===== config.mk =====
export PLATFORM = sky130hd
export DESIGN_NAME = gregorian_day_number_converter
export DESIGN_NICKNAME = d
export VERILOG_FILES = /design/src/design/gdnc_pkg.sv /design/src/design/gdnc_datapath.sv /design/src/design/gdnc_controller.sv /design/src/design/gregorian_day_number_converter.sv
export SDC_FILE = /design/constraint.sdc
export NUM_CORES = 1
export LEC_CHECK = 0
export BUFFER_PORTS_ARGS = -buffer_cell sky130_fd_sc_hd__buf_2
export CORE_UTILIZATION = 57
export DETAILED_ROUTE_END_ITERATION = 8
export HOLD_SLACK_MARGIN = 0.15
export PLACE_DENSITY = 0.75
export REMOVE_ABC_BUFFERS = 1
export SLEW_MARGIN = 20
export SYNTH_ARGS = -nofsm -noshare
export SYNTH_HDL_FRONTEND = slang
export SYNTH_SLANG_ARGS = --single-unit

===== constraint.sdc =====
create_clock -name clock -period 8.2 [get_ports clock]
set_input_delay 1.23 -clock clock [delete_from_list [all_inputs] [get_ports clock]]
set_output_delay 1.23 -clock clock [all_outputs]
set_load 0.05 [all_outputs]

===== src/design/gdnc_pkg.sv =====
// ----------------------------------------------------------------------------
// gdnc_pkg
// Types, constants and calendar tables for the day number converter.
// ----------------------------------------------------------------------------
`default_nettype none

package gdnc_pkg;

   // field widths
   localparam int unsigned YEAR_W   = 14;
   localparam int unsigned MONTH_W  = 4;
   localparam int unsigned DAY_W    = 5;
   localparam int unsigned DN_W     = 22;
   localparam int unsigned PACKED_W = 28;
   localparam int unsigned WDAY_W   = 3;
   localparam int unsigned STATUS_W = 3;
   // internal widths: day of year, day accumulator, n*5243 product, dn*11492 product
   localparam int unsigned DOY_W    = 9;
   localparam int unsigned ACC_W    = 23;
   localparam int unsigned P100_W   = 27;
   localparam int unsigned EST_W    = 36;

   // calendar constants
   localparam int unsigned YEAR_MIN      = 1900;
   localparam int unsigned DN_LIMIT      = 4194303;
   localparam int unsigned DAYS_PER_YEAR = 365;
   localparam int unsigned MONTHS        = 12;
   localparam int unsigned SERIAL_1900   = 365 * 1899 + 1899 / 4 - 1899 / 100 + 1899 / 400 + 1;

   // reciprocals: x/100 = (x*RECIP_100) >> 19 for x < 2^14,
   // (x*RECIP_365) >> 22 is floor(x/365) or one more for x < 2^22
   localparam int unsigned RECIP_100 = 5243;
   localparam int unsigned SHIFT_100 = 19;
   localparam int unsigned RECIP_365 = 11492;
   localparam int unsigned SHIFT_365 = 22;

   // opcodes
   localparam logic OP_TO_SERIAL = 1'b0;
   localparam logic OP_TO_DATE   = 1'b1;

   typedef enum logic [STATUS_W-1:0] {
      STATUS_OK        = 3'd0,
      STATUS_BAD_YEAR  = 3'd1,
      STATUS_BAD_MONTH = 3'd2,
      STATUS_BAD_DAY   = 3'd3,
      STATUS_BAD_SPAN  = 3'd4
   } status_type;

   // controller to datapath commands, one per step
   typedef struct packed {
      logic load;
      logic est;
      logic mul;
      logic sum;
      logic eval;
      logic srch;
      logic walk;
      logic fin;
   } ctrl_cmd_type;

   // datapath to controller status
   typedef struct packed {
      logic span_bad;
      logic srch_more;
      logic walk_more;
   } dp_stat_type;

   // days before the first of a month in a common year
   function automatic logic [DOY_W-1:0] month_offset(input logic [MONTH_W-1:0] m);
      logic [DOY_W-1:0] r;
      unique case (m)
         4'd1:    r = 9'd0;
         4'd2:    r = 9'd31;
         4'd3:    r = 9'd59;
         4'd4:    r = 9'd90;
         4'd5:    r = 9'd120;
         4'd6:    r = 9'd151;
         4'd7:    r = 9'd181;
         4'd8:    r = 9'd212;
         4'd9:    r = 9'd243;
         4'd10:   r = 9'd273;
         4'd11:   r = 9'd304;
         4'd12:   r = 9'd334;
         default: r = 9'd0;
      endcase
      return r;
   endfunction

   // length of a month, zero for a month code outside 1..12
   function automatic logic [DAY_W-1:0] month_days(input logic [MONTH_W-1:0] m,
                                                   input logic leap);
      logic [DAY_W-1:0] r;
      unique case (m)
         4'd1, 4'd3, 4'd5, 4'd7, 4'd8, 4'd10, 4'd12: r = 5'd31;
         4'd4, 4'd6, 4'd9, 4'd11:                   r = 5'd30;
         4'd2:    r = leap ? 5'd29 : 5'd28;
         default: r = 5'd0;
      endcase
      return r;
   endfunction

   // x mod 7 by folding octal digits (8 is 1 mod 7)
   function automatic logic [WDAY_W-1:0] mod7(input logic [DN_W-1:0] v);
      logic [23:0] ve;
      logic [5:0]  s1;
      logic [3:0]  s2;
      logic [3:0]  s3;
      ve = {2'b00, v};
      s1 = '0;
      for (int i = 0; i < 8; i++) begin
         s1 = s1 + 6'(ve[3*i +: 3]);
      end
      s2 = 4'(s1[5:3]) + 4'(s1[2:0]);
      s3 = 4'(s2[2:0]) + 4'(s2[3]);
      if (s3 >= 4'd7) begin
         s3 = s3 - 4'd7;
      end
      return s3[2:0];
   endfunction

endpackage

`default_nettype wire


===== src/design/gdnc_datapath.sv =====
// ----------------------------------------------------------------------------
// gdnc_datapath
// Year base unit, date checks, year search, month walk and result registers.
// ----------------------------------------------------------------------------
`default_nettype none

module gdnc_datapath #(
   parameter int unsigned YEAR_MAX = 9999
) (
   input  wire logic                              clock,
   input  wire gdnc_pkg::ctrl_cmd_type            cmd,
   input  wire logic [gdnc_pkg::YEAR_W-1:0]       req_year,
   input  wire logic [gdnc_pkg::MONTH_W-1:0]      req_month,
   input  wire logic [gdnc_pkg::DAY_W-1:0]        req_day,
   input  wire logic [gdnc_pkg::DN_W-1:0]         req_serial_day,
   output gdnc_pkg::dp_stat_type                  stat,
   output logic [gdnc_pkg::DN_W-1:0]              rsp_day_number,
   output logic [gdnc_pkg::YEAR_W-1:0]            rsp_out_year,
   output logic [gdnc_pkg::MONTH_W-1:0]           rsp_out_month,
   output logic [gdnc_pkg::DAY_W-1:0]             rsp_out_day,
   output logic [gdnc_pkg::PACKED_W-1:0]          rsp_packed_date,
   output logic [gdnc_pkg::WDAY_W-1:0]            rsp_weekday,
   output logic [gdnc_pkg::STATUS_W-1:0]          rsp_status
);
   import gdnc_pkg::*;

   // last serial day of the span, clipped to the field
   localparam int unsigned HI_FULL = 365 * YEAR_MAX + YEAR_MAX / 4 - YEAR_MAX / 100
                                     + YEAR_MAX / 400;
   localparam int unsigned HI_SPAN = (HI_FULL > DN_LIMIT) ? DN_LIMIT : HI_FULL;
   localparam logic [ACC_W-1:0]  SPAN_HI = ACC_W'(HI_SPAN);
   localparam logic [ACC_W-1:0]  SPAN_LO = ACC_W'(SERIAL_1900);
   localparam logic [YEAR_W-1:0] YMAX    = YEAR_W'(YEAR_MAX);
   localparam logic [YEAR_W-1:0] YMIN    = YEAR_W'(YEAR_MIN);

   // working registers
   logic [YEAR_W-1:0]  y_ff, y_in;
   logic [MONTH_W-1:0] m_ff, m_in;
   logic [DOY_W-1:0]   doy_ff, doy_in;
   logic [ACC_W-1:0]   dn_ff, dn_in;
   status_type         st_ff, st_in;
   logic [YEAR_W-1:0]  n_ff, n_in;
   logic [ACC_W-1:0]   p365_ff, p365_in;
   logic [P100_W-1:0]  p100_ff, p100_in;
   logic [ACC_W-1:0]   base_ff, base_in;
   logic               leap_ff, leap_in;

   // result registers
   logic [DN_W-1:0]     day_number_ff, day_number_in;
   logic [YEAR_W-1:0]   out_year_ff, out_year_in;
   logic [MONTH_W-1:0]  out_month_ff, out_month_in;
   logic [DAY_W-1:0]    out_day_ff, out_day_in;
   logic [PACKED_W-1:0] packed_ff, packed_in;
   logic [WDAY_W-1:0]   weekday_ff, weekday_in;
   logic [STATUS_W-1:0] status_ff, status_in;

   // combinational terms
   logic [EST_W-1:0]  est_prod;
   logic [YEAR_W-1:0] est_year;
   logic [YEAR_W-1:0] n_cur;
   logic [7:0]        q100;
   logic [YEAR_W-1:0] q100x;
   logic [YEAR_W-1:0] rem100;
   logic [DAY_W-1:0]  mlen_cur;
   logic [DOY_W-1:0]  before_cur;
   logic [ACC_W-1:0]  dn_calc;
   status_type        eval_st;
   logic              span_bad;
   logic              srch_more;
   logic              walk_more;

   // year estimate, span check, base and leap terms
   always_comb begin
      est_prod = EST_W'(dn_ff[DN_W-1:0]) * EST_W'(RECIP_365);
      est_year = est_prod[EST_W-1 -: YEAR_W] + YEAR_W'(1);
      span_bad = (dn_ff < SPAN_LO) || (dn_ff > SPAN_HI);
      n_cur    = y_ff - YEAR_W'(1);
      q100     = p100_ff[SHIFT_100 +: 8];
      q100x    = YEAR_W'(q100) * YEAR_W'(100);
      rem100   = n_ff - q100x;
   end

   // date checks, serial day for a date, search and walk conditions
   always_comb begin
      mlen_cur   = month_days(m_ff, leap_ff);
      before_cur = month_offset(m_ff) + DOY_W'(leap_ff && (m_ff >= 4'd3));
      dn_calc    = base_ff + ACC_W'(before_cur) + ACC_W'(doy_ff);
      if ((y_ff < YMIN) || (y_ff > YMAX)) begin
         eval_st = STATUS_BAD_YEAR;
      end else if ((m_ff == '0) || (m_ff > MONTH_W'(MONTHS))) begin
         eval_st = STATUS_BAD_MONTH;
      end else if ((doy_ff == '0) || (doy_ff > DOY_W'(mlen_cur))) begin
         eval_st = STATUS_BAD_DAY;
      end else if (dn_calc > ACC_W'(DN_LIMIT)) begin
         eval_st = STATUS_BAD_YEAR;
      end else begin
         eval_st = STATUS_OK;
      end
      srch_more = (y_ff > YMIN) && (base_ff >= dn_ff);
      walk_more = (m_ff < MONTH_W'(MONTHS)) && (doy_ff > DOY_W'(mlen_cur));
   end

   // next values of the working registers
   always_comb begin
      y_in    = y_ff;
      m_in    = m_ff;
      doy_in  = doy_ff;
      dn_in   = dn_ff;
      st_in   = st_ff;
      n_in    = n_ff;
      p365_in = p365_ff;
      p100_in = p100_ff;
      base_in = base_ff;
      leap_in = leap_ff;
      if (cmd.load) begin
         y_in   = req_year;
         m_in   = req_month;
         doy_in = DOY_W'(req_day);
         dn_in  = ACC_W'(req_serial_day);
      end
      if (cmd.est) begin
         y_in  = est_year;
         st_in = span_bad ? STATUS_BAD_SPAN : STATUS_OK;
      end
      if (cmd.mul) begin
         n_in    = n_cur;
         p365_in = ACC_W'(n_cur) * ACC_W'(DAYS_PER_YEAR);
         p100_in = P100_W'(n_cur) * P100_W'(RECIP_100);
      end
      if (cmd.sum) begin
         base_in = p365_ff + ACC_W'(n_ff[YEAR_W-1:2]) + ACC_W'(q100[7:2]) - ACC_W'(q100);
         leap_in = (y_ff[1:0] == 2'b00) && !((rem100 == YEAR_W'(99)) && (q100[1:0] != 2'b11));
      end
      if (cmd.eval) begin
         st_in = eval_st;
         dn_in = dn_calc;
      end
      if (cmd.srch) begin
         if (srch_more) begin
            y_in = y_ff - YEAR_W'(1);
         end else begin
            doy_in = DOY_W'(dn_ff - base_ff);
            m_in   = MONTH_W'(1);
         end
      end
      if (cmd.walk) begin
         doy_in = doy_ff - DOY_W'(mlen_cur);
         m_in   = m_ff + MONTH_W'(1);
      end
   end

   // result assembly, zeros on error
   always_comb begin
      day_number_in = day_number_ff;
      out_year_in   = out_year_ff;
      out_month_in  = out_month_ff;
      out_day_in    = out_day_ff;
      packed_in     = packed_ff;
      weekday_in    = weekday_ff;
      status_in     = status_ff;
      if (cmd.fin) begin
         status_in = st_ff;
         if (st_ff == STATUS_OK) begin
            day_number_in = dn_ff[DN_W-1:0];
            out_year_in   = y_ff;
            out_month_in  = m_ff;
            out_day_in    = doy_ff[DAY_W-1:0];
            packed_in     = PACKED_W'(y_ff) * PACKED_W'(10000)
                            + PACKED_W'(m_ff) * PACKED_W'(100)
                            + PACKED_W'(doy_ff[DAY_W-1:0]);
            weekday_in    = mod7(dn_ff[DN_W-1:0]);
         end else begin
            day_number_in = '0;
            out_year_in   = '0;
            out_month_in  = '0;
            out_day_in    = '0;
            packed_in     = '0;
            weekday_in    = '0;
         end
      end
   end

   // payload registers, no reset needed
   always_ff @(posedge clock) begin
      y_ff          <= y_in;
      m_ff          <= m_in;
      doy_ff        <= doy_in;
      dn_ff         <= dn_in;
      st_ff         <= st_in;
      n_ff          <= n_in;
      p365_ff       <= p365_in;
      p100_ff       <= p100_in;
      base_ff       <= base_in;
      leap_ff       <= leap_in;
      day_number_ff <= day_number_in;
      out_year_ff   <= out_year_in;
      out_month_ff  <= out_month_in;
      out_day_ff    <= out_day_in;
      packed_ff     <= packed_in;
      weekday_ff    <= weekday_in;
      status_ff     <= status_in;
   end

   assign stat.span_bad  = span_bad;
   assign stat.srch_more = srch_more;
   assign stat.walk_more = walk_more;

   assign rsp_day_number  = day_number_ff;
   assign rsp_out_year    = out_year_ff;
   assign rsp_out_month   = out_month_ff;
   assign rsp_out_day     = out_day_ff;
   assign rsp_packed_date = packed_ff;
   assign rsp_weekday     = weekday_ff;
   assign rsp_status      = status_ff;

endmodule

`default_nettype wire


===== src/design/gdnc_controller.sv =====
// ----------------------------------------------------------------------------
// gdnc_controller
// Sequencer for the conversion steps; issues at most one datapath command per cycle.
// ----------------------------------------------------------------------------
`default_nettype none

module gdnc_controller (
   input  wire logic                   clock,
   input  wire logic                   reset,
   input  wire logic                   start,
   input  wire logic                   req_opcode,
   input  wire gdnc_pkg::dp_stat_type  stat,
   output logic                        busy,
   output logic                        rsp_valid,
   output gdnc_pkg::ctrl_cmd_type      cmd
);
   import gdnc_pkg::*;

   typedef enum logic [2:0] {
      ST_IDLE,
      ST_EST,
      ST_MUL,
      ST_SUM,
      ST_EVAL,
      ST_SRCH,
      ST_WALK,
      ST_FIN
   } state_type;

   state_type state_ff, state_in;
   logic      op_ff, op_in;
   logic      valid_ff, valid_in;

   // next state and commands
   always_comb begin
      state_in = state_ff;
      op_in    = op_ff;
      valid_in = 1'b0;
      cmd      = '0;
      unique case (state_ff)
         ST_IDLE: begin
            if (start) begin
               cmd.load = 1'b1;
               op_in    = req_opcode;
               state_in = (req_opcode == OP_TO_DATE) ? ST_EST : ST_MUL;
            end
         end
         ST_EST: begin
            cmd.est  = 1'b1;
            state_in = stat.span_bad ? ST_FIN : ST_MUL;
         end
         ST_MUL: begin
            cmd.mul  = 1'b1;
            state_in = ST_SUM;
         end
         ST_SUM: begin
            cmd.sum  = 1'b1;
            state_in = (op_ff == OP_TO_DATE) ? ST_SRCH : ST_EVAL;
         end
         ST_EVAL: begin
            cmd.eval = 1'b1;
            state_in = ST_FIN;
         end
         ST_SRCH: begin
            cmd.srch = 1'b1;
            state_in = stat.srch_more ? ST_MUL : ST_WALK;
         end
         ST_WALK: begin
            if (stat.walk_more) begin
               cmd.walk = 1'b1;
            end else begin
               state_in = ST_FIN;
            end
         end
         ST_FIN: begin
            cmd.fin  = 1'b1;
            valid_in = 1'b1;
            state_in = ST_IDLE;
         end
      endcase
   end

   // state and registered strobe
   always_ff @(posedge clock) begin
      if (reset) begin
         state_ff <= ST_IDLE;
         op_ff    <= OP_TO_SERIAL;
         valid_ff <= 1'b0;
      end else begin
         state_ff <= state_in;
         op_ff    <= op_in;
         valid_ff <= valid_in;
      end
   end

   assign busy      = (state_ff != ST_IDLE);
   assign rsp_valid = valid_ff;

endmodule

`default_nettype wire


===== src/design/gregorian_day_number_converter.sv =====
// Date to serial day: MUL, SUM, EVAL and FIN follow the load. Serial day to date:
// EST, then year probes of the shared year base unit (1, plus about one per 1500
// years of the date), WALK up to the month, FIN. Out-of-span serial day: EST, FIN.
// The result strobe is registered out of FIN. One request at a time; start is
// taken again in the cycle the result strobe is shown. Results cannot be stalled.
// Synchronous active-high reset returns the sequencer to idle and drops the strobe.
// ----------------------------------------------------------------------------
// gregorian_day_number_converter
// Proleptic Gregorian date and serial day number converter, top level.
// ----------------------------------------------------------------------------
`default_nettype none

module gregorian_day_number_converter #(
   parameter int unsigned YEAR_MAX = 9999
) (
   input  wire logic                              clock,
   input  wire logic                              reset,
   input  wire logic                              start,
   output logic                                   busy,
   input  wire logic                              req_opcode,
   input  wire logic [gdnc_pkg::YEAR_W-1:0]       req_year,
   input  wire logic [gdnc_pkg::MONTH_W-1:0]      req_month,
   input  wire logic [gdnc_pkg::DAY_W-1:0]        req_day,
   input  wire logic [gdnc_pkg::DN_W-1:0]         req_serial_day,
   output logic                                   rsp_valid,
   output logic [gdnc_pkg::DN_W-1:0]              rsp_day_number,
   output logic [gdnc_pkg::YEAR_W-1:0]            rsp_out_year,
   output logic [gdnc_pkg::MONTH_W-1:0]           rsp_out_month,
   output logic [gdnc_pkg::DAY_W-1:0]             rsp_out_day,
   output logic [gdnc_pkg::PACKED_W-1:0]          rsp_packed_date,
   output logic [gdnc_pkg::WDAY_W-1:0]            rsp_weekday,
   output logic [gdnc_pkg::STATUS_W-1:0]          rsp_status
);
   import gdnc_pkg::*;

   ctrl_cmd_type cmd;
   dp_stat_type  stat;

   // sequencer
   gdnc_controller u_ctrl (
      .clock      (clock),
      .reset      (reset),
      .start      (start),
      .req_opcode (req_opcode),
      .stat       (stat),
      .busy       (busy),
      .rsp_valid  (rsp_valid),
      .cmd        (cmd)
   );

   // arithmetic and result registers
   gdnc_datapath #(
      .YEAR_MAX (YEAR_MAX)
   ) u_dp (
      .clock           (clock),
      .cmd             (cmd),
      .req_year        (req_year),
      .req_month       (req_month),
      .req_day         (req_day),
      .req_serial_day  (req_serial_day),
      .stat            (stat),
      .rsp_day_number  (rsp_day_number),
      .rsp_out_year    (rsp_out_year),
      .rsp_out_month   (rsp_out_month),
      .rsp_out_day     (rsp_out_day),
      .rsp_packed_date (rsp_packed_date),
      .rsp_weekday     (rsp_weekday),
      .rsp_status      (rsp_status)
   );

endmodule

`default_nettype wire


Word-level counts from Yosys, hierarchy flattened
Memory sizes are Yosys's and may differ from the RTL's. A register that Yosys moved wholly into a read port is not among the register bits.
Index checks and enable logic that the tools add are counted.
- register bits: 225
- bits in read-only memories: 144
- bits of input ports: 49
- output and inout port bits: 81
- word-level logic and storage cells: 149
- memories kept: 1
- memories (name ; depth ; width ; rd ports ; clocked after memory_dff ; write ports ; RTL line ; source):
    (name not given) ; 16 ; 9 ; 1 ; 1 ; 0 ; gdnc_pkg.sv:71 ; unique case (m)
- $add $sub $neg: 24
- multiply operators: 6
- magnitude comparators: 12
- equal/unequal tests: 23
- muxes and demuxes: 41
- reduce and logical (&&, ||, !) cells: 22
- operators with widths (cell ; number):
    $mux 14 ; 4
    $add 23x9->23 ; 2
    $gt 23x22->1 const B ; 2
    $mux 23 ; 2
    $mux 9 ; 4
    $mul 22x12->34 const B ; 1
    $mux 3 ; 11
    $add 6x3->6 ; 5
    $add 28x11->28 ; 1
    $add 28x5->28 ; 1
    $mul 14x13->27 const B ; 1
    $mul 14x10->24 const B ; 1
    $pmux 3 s8 ; 1
    $add 23x12->23 ; 1
    $add 23x6->23 ; 1
    $ge 23x23->1 ; 1
    $lt 23x20->1 const B ; 1
    $mul 14x9->23 const B ; 1
    $sub 23x8->23 ; 1
    $eq 4x4->1 const B ; 5
    $eq 4x3->1 const B ; 4
    $mux 4 ; 4
    $pmux 5 s3 ; 1
    $add 14x1->14 const B ; 1
    other kinds (41) ; 71

Depth between registers and ports, before layout
- word-level depth: 11
- gate-level depth with buffers: 32
- depth with buffers taken out: 32

Modules after synthesis
Synthesis repeated with hierarchy kept, for this count alone.
- cell total of the unflattened synthesis: 2781
- area total of the unflattened synthesis: 27774.1 um^2
- modules (own cells, without submodules) (module ; times used ; cells an instance ; area each (um^2)):
    gdnc_datapath ; 1 ; 2745 ; 27471.3
    gdnc_controller ; 1 ; 36 ; 302.8

Worst setup path after synthesis
No wires, ideal clock.
- path kind: register -> register
- start: register u_dp.y_ff[0]
- end: register u_dp.p100_ff[26], data pin
- setup time: 0.260 ns
- arrival: 7.117 ns
- data required time: 7.940 ns
- slack: 0.823 ns
- stages on the path, launching flop included: 33
- cell sequence: dfxtp_1 -> inv_1 -> ha_1 -> nand2_1 -> nand2_1 -> nand2_1 -> a21boi_0 -> nand2_1 -> nand2_1 -> nand2_1 -> xnor2_1 -> inv_1 -> fa_1 -> inv_1 -> ha_1 -> fa_1 -> fa_1 -> inv_1 -> fa_1 -> inv_1 -> ha_1 -> a21o_1 -> a21o_1 -> a21o_1 -> nand2_1 -> o21ai_0 -> a211oi_1 -> o21ai_1 -> a21o_1 -> a21oi_1 -> o21bai_1 -> a21oi_1 -> xnor2_1
- cells in the longest elaborated chain, start to end: 2
- ends and longest elaborated chain (element ; RTL line ; source):
    start: declaration ; gdnc_datapath.sv:37 ; logic [YEAR_W-1:0] y_ff, y_in;
    start signal: assignment ; gdnc_datapath.sv:185 ; y_ff <= y_in;
    $sub 14x1->14 ; gdnc_datapath.sv:77 ; n_cur = y_ff - YEAR_W'(1);
    net u_dp.n_cur[0] ; gdnc_datapath.sv:60 ; logic [YEAR_W-1:0] n_cur;
    $mul 14x13->27 ; gdnc_datapath.sv:128 ; p100_in = P100_W'(n_cur) * P100_W'(RECIP_100);
    end signal: assignment ; gdnc_datapath.sv:192 ; p100_ff <= p100_in;
    end: declaration ; gdnc_datapath.sv:44 ; logic [P100_W-1:0] p100_ff, p100_in;
The timed path passes the listed nets, and every way through them passes these cells.
A chain may end at the register's enable or synchronous reset.

Worst setup path in the final report
- start: register u_dp.y_ff[2]
- end: register u_dp.p100_ff[26], data pin
Same word-level chain as after synthesis.

==> results.ini <==
[status]
status=finished with violations
violations=DRC

[timing]
fin_tns_setup_ns=0
clock_skew_ns=0.0171
setup_viol=0
max_freq_mhz=133
rsz0062_at_grt=no
period_share_pct=91.9
report.final.slew_viol_count=0
slew_headroom_pct=25.2
tightestPinTransition_ns=1.11
timing.final.crit_period_ns=7.53
hold_violations=0
finalHoldWorstSlack_ns=0.462

[synthesis]
ys_async_sr_fraction_pct=0
synthTopCellsByArea=ha_1 (25%), fa_1 (20%), edfxtp_1 (19%)
synth-edff-count=170
netlist_area_um2=27300
ys_seq_area_share_pct=21.7
yosys_warnings=0
yosys_register_bits=211
synth-main-ff-cell=edfxtp_1
synth_largest_area_cell=ha_1
yosysUniqueCellTypes=88
synth_cells=2756
syn_area_per_cell_um2=9.91
synth_top_cell_area_share_pct=25.0

[setup_path]
arrival_ns=7.85
cp.required_ns=8.52
rrSetupSlack_ns=0.67
cpMaxStageDelayCell=dfxtp_1
crit_top_cell=inv_1
slowest_delay_ns=0.61
crit_path_end_kind=register
crit_fanout=8
start_kind=register
crit_type=reg -> reg

[cts]
cts_root_buffer=clkbuf_16
clock-sinks=211
post_cts_buffers=0
clock_latency_ns=0.58
numCtsBuffers=27
cts_tree=done
htree_levels=1
ctsLongestPathBuffers=3
clkTransAtPathRegs_ns=0.06

[route]
wl_per_cell_um=18.6
dr.pass1.iters=9
vias_per_cell=5.58
wirelength_um=65600
ant_nets=0
drcViolationCount=10
drt-initial-drc-count=1323
vias=19700

[grt]
grt_use_total_pct=27.6
grt_pass1_wl_um=107000
grt_max_degree=79
overflow=0
first_global_vias=20500
antenna_found_initial=1

[floorplan]
floorplan.die_area_um2=48800
die-width_um=221
start_util_pct=58.3
pin_count=130
num_rows=79
core_um2=46900
die_height_um=221

[placement]
place_congestion=0.966
io_buffers=129
dp_hpwl_um=54200
place_area_um2=28700

[cells_and_area]
area_growth_pct=8.36
final_nets=3765
layout_common_cells=inv_1 (593), ha_1 (546), fa_1 (272)
antenna_cells=0
fin_area_um2=29600
drive_gt1_share_pct=7.92
final_common_cell=inv_1

[job]
drv_cap=0

[min_path]
min_path_type=reg -> reg

## path summary, 6_finish.rpt
kind | start | end | cells past startpoint
hold reg to reg | u_ctrl.op_ff$_SDFFE_PP0P_ | u_ctrl.op_ff$_SDFFE_PP0P_ | 2
setup reg to reg | u_dp.y_ff[2]$_DFF_P_ | u_dp.p100_ff[26]$_DFFE_PP_ | 30
hold / removal | u_ctrl.op_ff$_SDFFE_PP0P_ | u_ctrl.op_ff$_SDFFE_PP0P_ | 2
setup / recovery | u_dp.y_ff[2]$_DFF_P_ | u_dp.p100_ff[26]$_DFFE_PP_ | 30
## state kept, by name, summed over array words and instances, names as in the netlist, 12 cells and up, named ones only
name and flops:
u_dp.rsp_day_number 22, u_dp.p365_ff 22, u_dp.base_ff 23, u_dp.n_ff 12
u_dp.rsp_packed_date 28, u_dp.rsp_out_year 14, u_dp.dn_ff 23, u_dp.y_ff 14
## cell type report
| class | instances | area (µm²) |
|---|---|---|
| fillers | 3774 | 17300 |
| inverters | 595 | 2230 |
| flip-flops and latches | 211 | 5930 |
| clock buffers | 31 | 691 |
| well taps | 607 | 759 |
| multi-input cells | 1913 | 19000 |
| clock inverters | 18 | 168 |
| repair buffers | 150 | 823 |
## cell usage after synthesis, drive strengths merged (3+ instances only)
library cell  instances
inv                 594
ha                  546
fa                  272
edfxtp              170
nor2                151
nand2               149
xnor2               115
a21oi               112
o21ai               101
a21o                 64
xor2                 51
dfxtp                41
nand3                33
clkbuf               27
nand4                25
nor2b                24
o211ai               23
nor3                 18
a211oi               17
and3                 17
nand2b               17
a21boi               16
o21bai               15
o21a                 13
a31oi                12
and2                 12
buf                  10
mux2i                 8
or2                   8
a211o                 7
nor4                  7
o31ai                 7
a31o                  6
o22ai                 6
or3                   6
o311ai                5
a2111oi               4
o31a                  4
and4                  3
nor4b                 3
o2111ai               3
o221ai                3
or4                   3
## repair_timing
item | CTS | global route
endpoints found under the hold margin | 0 | 0
resized for setup | 0 | 2
hold buffers | 0 | 0
endpoints found under the setup margin | 0 | 3
## worst max-delay path, delay by kind of cell, from the launching register on
family	cells	cell delay [ns]
XOR/XNOR	2	0.61
AND/OR/NAND/NOR	3	0.28
AO/OA/AOI/OAI	11	1.96
adder cells (fa/ha/maj)	7	2.85
flip-flops	1	0.61
buffers and inverters	7	0.96
## metrics by stage
stage                     setup WS, ns  cells  utilization [%]
final                            0.667   3525             63.1
after global routing            0.0983   3525             63.1
after CTS                        0.280   3524             63.1
after detailed placement         0.299   3475             61.2
after global placement           0.434   3475             61.2
after floorplan                  0.823   2719                -
## cells by family after synthesis
logic type | Yosys count | share of synthesized area [%]
compound gates | 433 | 10.4
xor+xnor | 166 | 5.35
fa+ha+maj | 818 | 45.0
buf+inv | 632 | 8.85
flops | 211 | 21.7
mux | 9 | 0.335
simple gates | 487 | 8.42
## metal layers
layer | global-route usage, % | vias up | wire [µm]
li1 | - | 9389 | -
met1 | 36.6 | 9667 | 28100
met2 | 46.9 | 520 | 31700
met3 | 4.00 | 78 | 3900
met4 | 8.41 | 0 | 1940
met5 | 0 | - | 0
Power is left out: the tool's default activity adds up to more than one toggle a clock period on the data nets, which glitch-free logic cannot reach.
